==> config.mk <==
export PLATFORM = sky130hd
export DESIGN_NAME = radar_target_frame_parser
export DESIGN_NICKNAME = d
export VERILOG_FILES = /design/src/rtl/rtfp_pkg.sv /design/src/rtl/rtfp_cell.sv /design/src/rtl/rtfp_slot.sv /design/src/rtl/radar_target_frame_parser.sv
export SDC_FILE = /design/constraint.sdc
export NUM_CORES = 1
export LEC_CHECK = 0
export ABC_AREA = 0
export BUFFER_PORTS_ARGS = -buffer_cell sky130_fd_sc_hd__buf_2
export CORE_ASPECT_RATIO = 0.9
export CORE_UTILIZATION = 45
export DETAILED_ROUTE_END_ITERATION = 6
export PLACE_DENSITY_LB_ADDON = 0.2
export SLEW_MARGIN = 5
export SYNTH_ARGS = -nofsm -noshare
export SYNTH_HDL_FRONTEND = slang
export SYNTH_SLANG_ARGS = --single-unit
==> constraint.sdc <==
create_clock -name clk -period 8.99 [get_ports clk]
set_clock_uncertainty 0.1 [all_clocks]
set_input_delay 0.4495 -clock clk [delete_from_list [all_inputs] [get_ports clk]]
set_output_delay 0.4495 -clock clk [all_outputs]
set_load 0.1 [all_outputs]
==> src/rtl/rtfp_pkg.sv <==
// package for the radar target frame parser
// holds frame layout constants, shared types and the sign-magnitude decode
// no dependencies
`timescale 1ns / 1ps

package rtfp_pkg;

	localparam int FRAME_BYTES  = 30;
	localparam int TARGET_SLOTS = 3;
	localparam int RECORD_BYTES = 8;
	localparam int HEADER_BYTES = 4;
	localparam int FILL_W       = $clog2(FRAME_BYTES + 1);
	localparam int SLOT_W       = $clog2(TARGET_SLOTS);

	typedef logic [7:0]  byte_t;
	typedef logic [15:0] word_t;

	localparam byte_t SYNC_0 = 8'hAA;
	localparam byte_t SYNC_1 = 8'hFF;
	localparam byte_t SYNC_2 = 8'h03;
	localparam byte_t SYNC_3 = 8'h00;
	localparam byte_t TAIL_0 = 8'h55;
	localparam byte_t TAIL_1 = 8'hCC;

	localparam byte_t RUN_MAX       = 8'hFF;
	localparam byte_t ZERO_HOLD_RST = 8'd10;

	typedef struct packed {
		logic               emit;
		logic signed [15:0] x;
		logic signed [15:0] y;
	} slot_rpt_t;

	// bit 15 clear means negative, bits 14..0 the magnitude
	function automatic logic signed [15:0] sm_decode(input word_t w);
		logic [15:0] mag;
		mag = {1'b0, w[14:0]};
		sm_decode = w[15] ? signed'(mag) : signed'(16'd0 - mag);
	endfunction

endpackage

==> src/rtl/rtfp_cell.sv <==
// one byte cell of the frame window shift chain
// depends on rtfp_pkg
`timescale 1ns / 1ps

module rtfp_cell (
	input  logic          clk,
	input  logic          arst_n,
	input  logic          en,
	input  rtfp_pkg::byte_t d,
	output rtfp_pkg::byte_t q
);
	import rtfp_pkg::*;

	byte_t byte_q;

	always_ff @(posedge clk or negedge arst_n) begin
		if (!arst_n) begin
			byte_q <= '0;
		end else if (en) begin
			byte_q <= d;
		end
	end

	assign q = byte_q;

endmodule

==> src/rtl/rtfp_slot.sv <==
// one target slot: decodes a record and keeps its all-zero run count
// depends on rtfp_pkg
`timescale 1ns / 1ps

module rtfp_slot (
	input  logic               clk,
	input  logic               arst_n,
	input  logic               hit,
	input  rtfp_pkg::word_t    x_raw,
	input  rtfp_pkg::word_t    y_raw,
	input  rtfp_pkg::word_t    spd_raw,
	input  rtfp_pkg::byte_t    hold,
	output rtfp_pkg::slot_rpt_t rpt
);
	import rtfp_pkg::*;

	byte_t zero_run_q;
	byte_t run_next;
	logic  all_zero;

	// both sign codes of a zero magnitude decode to zero
	assign all_zero = (x_raw[14:0] == 15'd0) && (y_raw[14:0] == 15'd0) &&
		(spd_raw[14:0] == 15'd0);

	always_comb begin
		if (!all_zero) begin
			run_next = '0;
		end else if (zero_run_q == RUN_MAX) begin
			run_next = zero_run_q;
		end else begin
			run_next = zero_run_q + 8'd1;
		end
	end

	always_ff @(posedge clk or negedge arst_n) begin
		if (!arst_n) begin
			zero_run_q <= '0;
		end else if (hit) begin
			zero_run_q <= run_next;
		end
	end

	assign rpt.emit = run_next < hold;
	assign rpt.x    = sm_decode(x_raw);
	assign rpt.y    = sm_decode(y_raw);

endmodule

==> src/rtl/radar_target_frame_parser.sv <==
// top level of the radar target frame parser
// depends on rtfp_pkg, rtfp_cell and rtfp_slot
`timescale 1ns / 1ps

// Takes one report byte per cycle on s_axis and shifts it through a row of 30
// byte cells. A frame is recognised as the closing byte arrives (header
// AA FF 03 00, tail 55 CC, at least 30 bytes since the last frame); its three
// target records are latched as that byte is taken and decoded by three slot
// cells in the next cycle, which also update the per-slot all-zero run counts.
// The items are then registered; up to three leave on m_axis, one per cycle
// while m_axis_tready is high, tlast on the last one of the frame. s_axis
// takes a byte every cycle; it only holds off the byte that could close
// another frame while targets of the previous frame are still waiting on
// m_axis. zero_hold_frames is written on the cfg channel.
module radar_target_frame_parser (
	input  logic        clk,
	input  logic        arst_n,
	input  logic        s_axis_tvalid,
	output logic        s_axis_tready,
	input  logic [7:0]  s_axis_tdata,   // data_byte[7:0]
	output logic        m_axis_tvalid,
	input  logic        m_axis_tready,
	output logic [39:0] m_axis_tdata,   // target_number[1:0], x_position[17:2],
	                                    // y_position[33:18], zero[39:34]
	output logic        m_axis_tlast,   // last_of_frame
	input  logic        cfg_valid,
	output logic        cfg_ready,
	input  logic [7:0]  cfg_data        // zero_hold_frames[7:0]
);
	import rtfp_pkg::*;

	byte_t                win [FRAME_BYTES];
	logic [FILL_W-1:0]    fill_q;
	byte_t                zero_hold_q;
	logic                 in_acc;
	logic                 out_acc;
	logic                 hit;

	logic                 hit_s1;
	word_t                xr_s1 [TARGET_SLOTS];
	word_t                yr_s1 [TARGET_SLOTS];
	word_t                sr_s1 [TARGET_SLOTS];
	slot_rpt_t            rpt [TARGET_SLOTS];

	logic [TARGET_SLOTS-1:0] pend_q;
	logic signed [15:0]      ox_q [TARGET_SLOTS];
	logic signed [15:0]      oy_q [TARGET_SLOTS];
	logic [SLOT_W-1:0]       sel;

	assign in_acc  = s_axis_tvalid && s_axis_tready;
	assign out_acc = m_axis_tvalid && m_axis_tready;

	// byte chain, newest byte enters at the top cell
	for (genvar i = 0; i < FRAME_BYTES; i++) begin : g_cell
		byte_t d;
		if (i == FRAME_BYTES - 1) begin : g_top
			assign d = s_axis_tdata;
		end else begin : g_mid
			assign d = win[i+1];
		end
		rtfp_cell u_cell (
			.clk    (clk),
			.arst_n (arst_n),
			.en     (in_acc),
			.d      (d),
			.q      (win[i])
		);
	end

	// window as it will be after this byte, checked one cell ahead
	assign hit = in_acc && (fill_q >= FILL_W'(FRAME_BYTES - 1)) &&
		(win[1] == SYNC_0) && (win[2] == SYNC_1) &&
		(win[3] == SYNC_2) && (win[4] == SYNC_3) &&
		(win[FRAME_BYTES-1] == TAIL_0) && (s_axis_tdata == TAIL_1);

	always_ff @(posedge clk or negedge arst_n) begin
		if (!arst_n) begin
			fill_q <= '0;
		end else if (in_acc) begin
			if (hit) begin
				fill_q <= '0;
			end else if (fill_q != FILL_W'(FRAME_BYTES)) begin
				fill_q <= fill_q + FILL_W'(1);
			end
		end
	end

	always_ff @(posedge clk or negedge arst_n) begin
		if (!arst_n) begin
			zero_hold_q <= ZERO_HOLD_RST;
		end else if (cfg_valid && cfg_ready) begin
			zero_hold_q <= cfg_data;
		end
	end

	assign cfg_ready = 1'b1;

	always_ff @(posedge clk or negedge arst_n) begin
		if (!arst_n) begin
			hit_s1 <= 1'b0;
		end else begin
			hit_s1 <= hit;
		end
	end

	// records start one cell above their place in the shifted window
	for (genvar t = 0; t < TARGET_SLOTS; t++) begin : g_slot
		localparam int B = HEADER_BYTES + 1 + t * RECORD_BYTES;

		always_ff @(posedge clk) begin
			if (hit) begin
				xr_s1[t] <= {win[B+1], win[B]};
				yr_s1[t] <= {win[B+3], win[B+2]};
				sr_s1[t] <= {win[B+5], win[B+4]};
			end
		end

		rtfp_slot u_slot (
			.clk     (clk),
			.arst_n  (arst_n),
			.hit     (hit_s1),
			.x_raw   (xr_s1[t]),
			.y_raw   (yr_s1[t]),
			.spd_raw (sr_s1[t]),
			.hold    (zero_hold_q),
			.rpt     (rpt[t])
		);

		always_ff @(posedge clk) begin
			if (hit_s1) begin
				ox_q[t] <= rpt[t].x;
				oy_q[t] <= rpt[t].y;
			end
		end
	end

	always_comb begin
		sel = SLOT_W'(TARGET_SLOTS - 1);
		for (int k = TARGET_SLOTS - 1; k >= 0; k--) begin
			if (pend_q[k]) begin
				sel = SLOT_W'(k);
			end
		end
	end

	always_ff @(posedge clk or negedge arst_n) begin
		if (!arst_n) begin
			pend_q <= '0;
		end else if (hit_s1) begin
			for (int k = 0; k < TARGET_SLOTS; k++) begin
				pend_q[k] <= rpt[k].emit;
			end
		end else if (out_acc) begin
			pend_q <= pend_q & ~(TARGET_SLOTS'(1) << sel);
		end
	end

	// a closing byte waits only while the previous frame still drains
	assign s_axis_tready = (fill_q < FILL_W'(FRAME_BYTES - 1)) ||
		(!hit_s1 && (pend_q == '0));

	assign m_axis_tvalid = |pend_q;
	assign m_axis_tlast  = (pend_q & (pend_q - TARGET_SLOTS'(1))) == '0;
	assign m_axis_tdata  = {6'd0, oy_q[sel], ox_q[sel], sel + 2'd1};

`ifndef SYNTHESIS
	a_hit_empty: assert property (@(posedge clk) disable iff (!arst_n)
		hit |-> (pend_q == '0) && !hit_s1)
		else $error("frame closed while targets still pending");

	a_fill_cleared: assert property (@(posedge clk) disable iff (!arst_n)
		hit |=> (fill_q == '0))
		else $error("window count not cleared after frame");

	a_no_overwrite: assert property (@(posedge clk) disable iff (!arst_n)
		hit_s1 |-> !m_axis_tvalid)
		else $error("target buffer loaded while still holding items");

	a_run_bound: assert property (@(posedge clk) disable iff (!arst_n)
		m_axis_tvalid |-> (fill_q < FILL_W'(FRAME_BYTES)))
		else $error("targets still pending after a full window");
`endif

endmodule
==> run_results.csv, run 1 <==
group,metric,value,unit
run_status,status,"complete, no violations",
floorplan,die_h,210,um
floorplan,die_w,233,um
global_routing,grtUsageTotal,20.2,%
sta,tightest_slew,1.09,ns
placement,dp_cells,2641,
worst_setup_path,cp_slowest_cell,"nor4_1",
worst_setup_path,cp.depth,5,
sta,setup-tns-final,0,ns
sta,fin_crit_sh,46.1,%
floorplan,dieArea,48800,um2
yosys,synth_edf_count,237,
route,routedWlPerCell,17.6,um
route,postRouteAntennaNets,0,
power,p_per_area,214,nW/um2
worst_setup_path,path_cells,"nor4_1 > o21ai_4 > nor2_4 > buf_4 > buf_4",
worst_setup_path,cp_common_cell,"buf_4",
placement,hpwlAfterDp,32200,um
route,routed_wl,48400,um
finish,area_growth,12.4,%
global_routing,antenna_found_initial,0,
yosys,synth.distinct_cells,59,
floorplan,rows,75,
yosys,yosys.area_share.adder,1.97,%
power,p_switching,1.25,mW
power,p_int,3.94,mW
sta,setup_slack,4.85,ns
floorplan,io_pins,65,
yosys,ys_seq_area_share,64.6,%
route,drt_pre_antenna_iters,5,
yosys,synth_mux_area_share,1.98,%
yosys,synth_xor_area_share,3.33,%
worst_setup_path,crit_family,"buffers and inverters",
finish,final_core_util,51.6,%
yosys,synth_flop_cell,"dfrtp_1",
power,leakagePower,10.6,nW
clock_network,clk_latency,0.60,ns
yosys,yosys_warnings,0,
worst_setup_path,cp-end-kind,"flip-flop",
power,pwr-share-comb,5.5,%
worst_setup_path,crit_fanout,76,
power,pwr-share-clk,40.7,%
route,dr_total_vias,14300,
yosys,syn_inst,2042,
finish,drive_gt1_share,8.19,%
route,routed_via_density,5.20,
worst_setup_path,path_buf_inv,2,
floorplan,coreArea,47000,um2
finish,nets,2150,
worst_setup_path,crit_arrival,4.24,ns
yosys,synth.avg_cell_area,10.6,um2
yosys,synth_top_family_by_area,"simple AND/OR/NAND/NOR gates",
clock_network,cts-root-buf,"clkbuf_16",
sta,fin_crit,4.14,ns
flow_run,max_cap_violations,0,
floorplan,start_util,45.9,%
route,drtIter0Drc,1062,
worst_setup_path,start_kind,"flip-flop",
global_routing,grt_pass1_vias,13500,
clock_network,cts.sinks,510,
worst_hold_path,worstHoldPathCells,3,
global_routing,grt_overflow,0,
power,power.share.switching,24.1,%
sta,relSlewSlack,27.2,%
worst_setup_path,required,9.09,ns
sta,hold_viol_final,0,
yosys,ys_ff_latch,510,
clock_network,clk_pin_slew_worst_paths,0.07,ns
sta,setup_viol,0,
global_routing,grt_pass1_wl,76500,um
sta,fmaxAchievable,0.241,GHz
worst_setup_path,slowest_delay,0.91,ns
worst_hold_path,hp-class,"in -> reg",
yosys,synth-simple-area-share,20.8,%
power,seq_power_share,53.8,%
yosys,async_flop_share,53.5,%
route,drc_errors,0,
finish,diodes,0,
placement,io_buffers,57,
clock_network,clockBufferDepth,3,
yosys,synth_compound_area_share,4.71,%
worst_setup_path,critPathKind,"reg -> reg",
yosys,syn_area,21600,um2
sta,rsz0062_at_grt,"false",
clock_network,post_cts_buffers,0,
sta,drv_slew,0,
power,ir_worst_vdd,0.150,mV
clock_network,cts_tree,"done",
clock_network,cts-buffers-inserted,51,
global_routing,grt_max_degree,238,
finish,fin_cells,2754,
clock_network,htree_levels,2,
worst_setup_path,reg2reg_depth,5,
placement,place_congestion,0.857,
placement,pre_cts_slack,4.81,ns
==> cells in the final DEF, fill, tap and decap left out, types with 12 or more instances in the layout <==
cell           Yosys  final
nand4_1           17     17
dlygate4sd3_1      0     17
nand3_1           20     20
nor2_1           117    116
clkbuf_8           0     16
xnor2_1           12     12
ha_1              34     34
inv_1             41     41
clkbuf_16          0     51
nor3_1            43     43
o21ai_0           52     52
mux2i_1           36     36
xor2_1            70     70
buf_2             20     56
a21oi_1           75     75
dfrtp_1          271    268
nor4_1            31     30
clkbuf_1          58     13
nand2_1          766    766
edfxtp_1         237    237
==> worst register-to-register path, stage by stage (launching register included) <==
cell and delay, ns:
dfrtp_4 0.75, nor4_1 0.91, o21ai_4 0.17, nor2_4 0.13, buf_4 0.70, buf_4 0.94
==> cells by family after synthesis <==
logic type | after synthesis
compound gates | 176
simple gates | 1066
mux | 42
buf+inv | 130
other cells | 2
flops | 510
fa+ha+maj | 34
xor+xnor | 82
==> through the flow <==
stage          area [um2]  hold WS, ns  power [mW]
2_1_floorplan       21600       0.0539        2.97
3_3_place_gp        22400        0.348        3.11
3_5_place_dp        22400        0.350        3.12
4_1_cts             24300       0.0499        5.26
5_1_grt             24300       0.0841        5.41
6_report            24300       0.0817        5.19
==> routing by layer <==
| metal | share of wire, % | track usage, % | routed length (um) |
|---|---|---|---|
| met1 | 48 | 30.2 | 23500 |
| met2 | 45 | 30.9 | 21800 |
| met3 | 4.8 | 3.00 | 2330 |
| met4 | 1.7 | 5.16 | 811 |
| met5 | 0 | 0 | 0 |
==> repair_timing <==
action | 4_1_cts | 5_1_grt
resized for setup | 0 | 0
hold buffers | 17 | 0
endpoints found under the hold margin | 127 | 0
==> path summary, 6_finish.rpt <==
check | from | endpoint | slack (ns)
min in group asynchronous | arst_n | g_cell[5].u_cell.q[6]$_DFFE_PN0P_ | 0.38
worst max-delay path | hit_s1$_DFF_PN0_ | xr_s1[0][44]$_DFFE_PN_ | 4.85
worst max register to register | hit_s1$_DFF_PN0_ | xr_s1[0][44]$_DFFE_PN_ | 4.85
worst min register to register | g_cell[27].u_cell.q[0]$_DFFE_PN0P_ | g_cell[26].u_cell.q[0]$_DFFE_PN0P_ | 0.35
worst min-delay path | cfg_valid | zero_hold_q[3]$_DFFE_PN1P_ | 0.08
max in group asynchronous | arst_n | hit_s1$_DFF_PN0_ | 6.78
==> power by group through the flow <==
stage | combinational, mW | sequential (mW) | clock [mW]
3_3_place_gp | 0.274 | 2.84 | 0
4_1_cts | 0.292 | 2.79 | 2.17
5_1_grt | 0.339 | 2.82 | 2.26
2_1_floorplan | 0.209 | 2.77 | 0
3_5_place_dp | 0.285 | 2.84 | 0
6_report | 0.285 | 2.79 | 2.12
==> cell type report <==
class,instances,area (um2)
fill,4111,22800
sequential,510,14000
multi-input combinational,1407,7130
clock buffer,80,1550
tap,616,771
timing repair buffer,84,566
inverter,41,154
clock inverter,16,135
==> flip-flops by register name, summed over array words and instances (netlist names), 3 cells and up <==
| signal | flops |
|---|---|
| fill_q | 5 |
| oy_q | 48 |
| xr_s1 | 48 |
| yr_s1 | 48 |
| sr_s1 | 45 |
| ox_q | 48 |
| zero_hold_q | 8 |
| g_slot.u_slot.zero_run_q | 24 |
| g_cell.u_cell.q | 232 |
| pend_q | 3 |
==> synth_stat cells (5+ instances only) <==
master	count	area share (%)
dfrtp_1	271	31
xor2_1	70	2.8
nand4_1	17	0.49
nor4b_1	5	0.20
edfxtp_1	237	33
o211ai_1	8	0.28
a21oi_1	75	1.7
o21ai_0	52	1.2
nand3_1	20	0.46
mux2i_1	36	1.7
nor2_1	117	2.0
ha_1	34	2.0
nand2_1	766	13
and2_1	7	0.20
buf_2	20	0.46
nor3_1	43	1.0
nand2b_1	9	0.26
a21o_1	7	0.24
inv_1	41	0.71
nor3b_1	6	0.21
a41oi_1	5	0.20
nor4_1	31	0.90
a31oi_1	8	0.23
and3_1	10	0.29
clkbuf_1	58	1.0
mux2_2	6	0.31
buf_4	7	0.24
xnor2_1	12	0.49
Note: power is estimated with default switching activity, not from simulation.
==> run 2: changes to the inputs <==
- ABC_AREA: 0 -> 1
- clock period: 8.99 -> 4.12 ns (I/O delays scaled with it)
==> run 2 against run 1 <==
The flow now finishes with violations (design-rule violations). Utilization rose by 0.78 points. Register-to-register slack lost 3.7 ns. Die area up 0.45%. Highest routed layer unchanged.
==> run_results.csv, run 2 <==
group,metric,value,unit
placement,io_buffers,57,
yosys,synth_flop_cell,"dfrtp_1",
worst_setup_path,required,3.81,ns
placement,dpl-instance-area,22600,um2
clock_network,clockBufferDepth,3,
floorplan,die_h,210,um
worst_setup_path,slowest_delay,0.70,ns
clock_network,cts.sinks,510,
clock_network,clk_latency,0.61,ns
worst_setup_path,reg2reg_from,"xr_s1[0][0]$_DFFE_PN_",
finish,area_growth,13.8,%
clock_network,htree_levels,2,
clock_network,cts-root-buf,"clkbuf_16",
flow_run,max_cap_violations,0,
finish,largest_reg_flops,232,
sta,setup-tns-final,0,ns
yosys,synth_edf_count,237,
worst_hold_path,hold_end,"g_cell[21].u_cell.q[0]$_DFFE_PN0P_",
power,leakagePower,11.2,nW
run_status,status,"finished with violations",
clock_network,postCtsResizedCells,0,
clock_network,cts-buffers-inserted,52,
power,power,11.7,mW
yosys,synth_top_area_share,32.8,%
global_routing,grt_overflow,0,
floorplan,dieArea,49100,um2
route,routed_via_density,5.02,
sta,fin_crit_sh,80.6,%
route,routedWlPerCell,16.8,um
sta,tightest_slew,0.922,ns
sta,fin_crit,3.32,ns
finish,drive_gt1_share,8.40,%
route,routed_wl,49200,um
sta,hold_viol_final,0,
worst_hold_path,worstHoldPathCells,4,
floorplan,io_pins,65,
worst_setup_path,reg2reg_depth,14,
worst_setup_path,cp_slowest_cell,"nor2_2",
finish,layout_commonest_cell,"nand2_1",
route,dr_total_vias,14700,
worst_setup_path,critPathKind,"reg -> out",
global_routing,grt_pass1_wl,79000,um
finish,final_core_util,52.4,%
sta,setup_slack,0.800,ns
sta,drv_slew,0,
clock_network,cts_tree,"done",
worst_setup_path,start_kind,"flip-flop",
worst_setup_path,crit_fanout,37,
yosys,ys_ff_latch,510,
worst_setup_path,path_cells,"buf_4 > nor2_2 > inv_1 > ha_1 > buf_2",
placement,pre_cts_slack,1.16,ns
finish,layout_common_cells,"nand2_1 (889), dfrtp_1 (270), edfxtp_1 (237), nor2_1 (136), inv_1 (134)",
clock_network,post_cts_buffers,0,
yosys,yosys.area.top_type,"edfxtp_1",
yosys,ys_top_cells_by_count,"nand2_1 (890), dfrtp_1 (271), edfxtp_1 (237)",
finish,design_area,24700,um2
yosys,syn_area,21700,um2
yosys,yosys_warnings,0,
worst_setup_path,rrSetupSlack,1.11,ns
yosys,yosysMostFrequentCell,"nand2_1",
floorplan,start_util,46.0,%
placement,place_congestion,0.870,
finish,nets,2321,
sta,relSlewSlack,38.5,%
yosys,async_flop_share,53.5,%
clock_network,clk_pin_slew_worst_paths,0.06,ns
global_routing,grt_pass1_vias,14300,
global_routing,antenna_found_initial,0,
finish,diodes,0,
worst_setup_path,crit_arrival,3.01,ns
sta,rsz0062_at_grt,"false",
yosys,syn_inst,2177,
yosys,synth.area.top_cells,"edfxtp_1 (33%), dfrtp_1 (31%), nand2_1 (15%), xor2_1 (2.4%), nor2_1 (2.4%)",
floorplan,coreArea,47100,um2
worst_setup_path,rr_endpoint,"pend_q[0]$_DFFE_PN0P_",
yosys,ys_seq_area_share,64.3,%
worst_hold_path,hold_path.startpoint,"s_axis_tvalid",
worst_setup_path,cp-end-kind,"primary output",
sta,fmaxAchievable,0.301,GHz
worst_hold_path,hp-class,"in -> reg",
floorplan,die_w,233,um
global_routing,grtUsageTotal,20.7,%
power,p_per_area,473,nW/um2
run_status,violations,"design-rule violations",
route,drtIter0Drc,1233,
route,drc_errors,23,
route,drt_pre_antenna_iters,7,
clock_network,cts_hold_buf,33,
floorplan,rows,75,
yosys,synth.avg_cell_area,9.96,um2
yosys,synth.distinct_cells,45,
route,postRouteAntennaNets,0,
power,ir_worst_vdd,0.316,mV
placement,hpwlAfterDp,34100,um
global_routing,grt_max_degree,114,
sta,setup_viol,0,
run 2: cell count changes in the layout (fill, tap and decap cells not counted), moves of 25 or more:
cell / change
nand2_1: +123
o21ai_0: +32
nor4_1: -25
mux2i_1: -36
inv_1: +93
a21oi_1: -38
nand3_1: +48
run 2: power by group:
group	internal [mW]	switching [mW]	total [mW]
clock	2.89	1.99	4.88
sequential	5.75	0.338	6.08
combinational	0.247	0.459	0.706
run 2: per-layer routing:
metal	share of wire (%)	up-vias	track usage [%]
li1	-	7199	-
met1	50	7097	31.5
met2	43	331	30.7
met3	5.1	63	3.15
met4	2.2	0	6.05
met5	0	-	0
run 2: worst max-delay path, delay by kind of cell, from the launching register on:
kind,cells,cell delay (ns)
adders and majority gates,1,0.37
and+or+nand+nor,1,0.70
buffers and inverters,3,0.92
DFF,1,0.41
run 2: layout make-up:
type | count | area (um2)
fillers | 4244 | 22400
flip-flops and latches | 510 | 14000
multi-input cells | 1450 | 6780
clock buffers | 69 | 1430
repair buffers | 110 | 863
well taps | 616 | 771
inverters | 142 | 538
clock inverters | 28 | 348
run 2: metrics by stage:
step                cells  hold WS [ns]
floorplan            2182        -0.190
detailed placement   2795         0.247
global placement     2795         0.242
global route         2925         0.154
CTS                  2925        0.0969
finish               2925         0.122
run 2: worst max path at each step:
stage / start / depth (start not counted) / to
floorplan: hit_s1$_DFF_PN0_ / 6 / sr_s1[0][0]$_DFFE_PN_
global placement: xr_s1[0][33]$_DFFE_PN_ / 16 / pend_q[2]$_DFFE_PN0P_
detailed placement: xr_s1[0][0]$_DFFE_PN_ / 14 / pend_q[0]$_DFFE_PN0P_
CTS: pend_q[0]$_DFFE_PN0P_ / 5 / m_axis_tdata[1]
global route: pend_q[0]$_DFFE_PN0P_ / 5 / m_axis_tdata[1]
finish: pend_q[0]$_DFFE_PN0P_ / 5 / m_axis_tdata[1]
run 2: kinds of logic after synthesis:
| family | share of synthesized area [%] |
|---|---|
| and+or+nand+nor | 21.8 |
| DFF | 64.3 |
| buffers and inverters | 4.64 |
| AOI/OAI and AO/OA | 3.72 |
| xor gates and xnor gates | 3.35 |
| adders and majority gates | 1.96 |
| muxes | 0.156 |
| other | 0.0346 |
==> run 3: changes to the inputs <==
- ABC_AREA: 1 -> 0
- clock period: 4.12 -> 3.4 ns (I/O delays scaled with it)
==> run 3 against run 2 <==
The run now ends clean. Critical path type is now reg -> reg. Largest cell class unchanged. First-iteration DRC count shrank 14%. Worst setup slack lost 0.61 ns. Final cell count shrank 3.7%. Sequential share of layout area shrank 0.55 points.
==> run_results.csv, run 3 (same netlist as run 1, synthesis figures left out) <==
group,metric,value,unit
worst_setup_path,path_cells,"inv_1 > ha_1 > nor4b_4 > nand2_2 > or4_4 > a31o_2 > nor2_1 > ha_1 > nand4_1 > a21oi_1 > a2111o_1 > o22ai_1",
global_routing,grt_overflow,0,
worst_setup_path,reg2reg_from,"yr_s1[0][33]$_DFFE_PN_",
floorplan,io_pins,65,
run_status,status,"complete, no violations",
sta,hold_viol_final,0,
clock_network,clk_pin_slew_worst_paths,0.06,ns
finish,layout_common_cells,"nand2_1 (764), dfrtp_1 (268), edfxtp_1 (237), nor2_1 (116), a21oi_1 (75)",
worst_setup_path,cp_slowest_cell,"or4_4",
route,routed_via_density,5.14,
finish,layout_commonest_cell,"nand2_1",
finish,fin_cells,2816,
finish,drive_gt1_share,9.96,%
worst_setup_path,critPathKind,"reg -> reg",
clock_network,htree_levels,2,
global_routing,grt_pass1_wl,78800,um
worst_hold_path,hp-class,"in -> async",
worst_setup_path,start_kind,"flip-flop",
sta,whs,0.0565,ns
power,p_per_area,547,nW/um2
floorplan,die_h,210,um
placement,pre_cts_slack,0.0663,ns
sta,setup_slack,0.186,ns
sta,rsz0062_at_grt,"true",
clock_network,clk_latency,0.60,ns
finish,nFillCells,4150,
clock_network,cts-root-buf,"clkbuf_16",
floorplan,die_w,233,um
finish,largest_reg_flops,232,
route,met3_length,2140,um
power,seq_power_share,54.1,%
sta,fin_crit_sh,94.5,%
global_routing,grtUsageTotal,20.9,%
floorplan,rows,75,
clock_network,cts-buffers-inserted,52,
finish,final_core_util,53.0,%
power,p_int,10.3,mW
worst_setup_path,rrSetupSlack,0.19,ns
placement,place_congestion,0.815,
finish,nets,2211,
worst_setup_path,slowest_delay,0.62,ns
worst_setup_path,rr_endpoint,"pend_q[2]$_DFFE_PN0P_",
worst_setup_path,cp_common_cell,"ha_1",
global_routing,antenna_found_initial,2,
route,top_layer_used,"met5",
placement,dp_cells,2672,
sta,tightest_slew,0.775,ns
finish,area_growth,15.5,%
flow_run,max_cap_violations,0,
worst_setup_path,required,3.80,ns
route,drt_pre_antenna_iters,5,
sta,relSlewSlack,47.9,%
clock_network,clockBufferDepth,3,
finish,regArea,14000,um2
floorplan,start_util,45.9,%
route,postRouteAntennaNets,0,
placement,io_buffers,57,
route,met1_length,22300,um
power,leakagePower,10.9,nW
global_routing,grt_pass1_vias,14400,
sta,drv_slew,0,
sta,fmaxAchievable,0.311,GHz
route,routedWlPerCell,17.6,um
route,routed_wl,49500,um
power,pwr-share-comb,6.1,%
sta,setup_viol,0,
clock_network,cts.sinks,510,
worst_setup_path,reg2reg_depth,12,
clock_network,cts_tree,"done",
power,pwr-share-clk,39.8,%
worst_setup_path,crit_fanout,6,
global_routing,grt_max_degree,135,
power,power,13.6,mW
floorplan,coreArea,47000,um2
sta,fin_crit,3.21,ns
route,drc_errors,0,
route,drtIter0Drc,1061,
finish,multiInputGateArea,7200,um2
power,p_switching,3.33,mW
power,power.share.switching,24.4,%
placement,hpwlAfterDp,33800,um
route,dr_total_vias,14500,
power,ir_worst_vdd,0.401,mV
worst_setup_path,crit_arrival,3.61,ns
worst_setup_path,cp-end-kind,"flip-flop",
route,met2_length,23700,um
floorplan,dieArea,48800,um2
run 3: how the worst max path moves through the flow:
stage | from | end | slack [ns] | cells after the start
global placement | xr_s1[0][33]$_DFFE_PN_ | pend_q[2]$_DFFE_PN0P_ | 0.11 | 12
CTS | xr_s1[0][33]$_DFFE_PN_ | pend_q[2]$_DFFE_PN0P_ | 0.03 | 11
global route | yr_s1[0][41]$_DFFE_PN_ | pend_q[2]$_DFFE_PN0P_ | -0.03 | 11
floorplan | hit_s1$_DFF_PN0_ | sr_s1[0][0]$_DFFE_PN_ | -0.97 | 4
finish | yr_s1[0][33]$_DFFE_PN_ | pend_q[2]$_DFFE_PN0P_ | 0.19 | 12
detailed placement | xr_s1[0][33]$_DFFE_PN_ | pend_q[2]$_DFFE_PN0P_ | 0.07 | 12
run 3: cell type report:
class | count | area share [%]
inverters | 41 | 0.617
clock buffers | 74 | 5.92
clock inverters | 23 | 0.602
diodes | 1 | 0.0100
repair buffers | 143 | 4.88
multi-input cells | 1408 | 28.9
well taps | 616 | 3.09
flip-flops and latches | 510 | 56.0
run 3: per-layer routing:
metal,vias up,track usage (%)
met5,-,0
met4,2,7.01
met3,92,3.14
met2,259,33.8
met1,7003,28.8
li1,7106,-
run 3: what timing repair did:
item / in CTS / in global routing
resized for setup: 0 / 12
endpoints found under the hold margin: 96 / 0
buffers inserted: 0 / 10
endpoints found under the setup margin: 0 / 2
hold buffers: 35 / 0
run 3: metrics by stage:
stage	TNS, ns	instance area (um2)
floorplan	-138.10	21600
global placement	0	22800
global route	-0.0282	24900
CTS	0	24800
finish	0	24900
detailed placement	0	22800
run 3: critical path: cells and delay by family, from the launching register on:
family          cells  cell delay (ns)
simple gates        5             1.23
fa+ha+maj           2             0.43
flops               1             0.44
buf+inv             1             0.08
compound gates      4             0.84
run 3: power by group through the flow:
stage	combinational [mW]	sequential (mW)	clock, mW
after floorplan	0.553	7.31	0
after global placement	0.774	7.49	0
after detailed placement	0.802	7.50	0
after CTS	0.843	7.38	5.57
after global routing	0.971	7.44	5.83
final	0.826	7.38	5.43
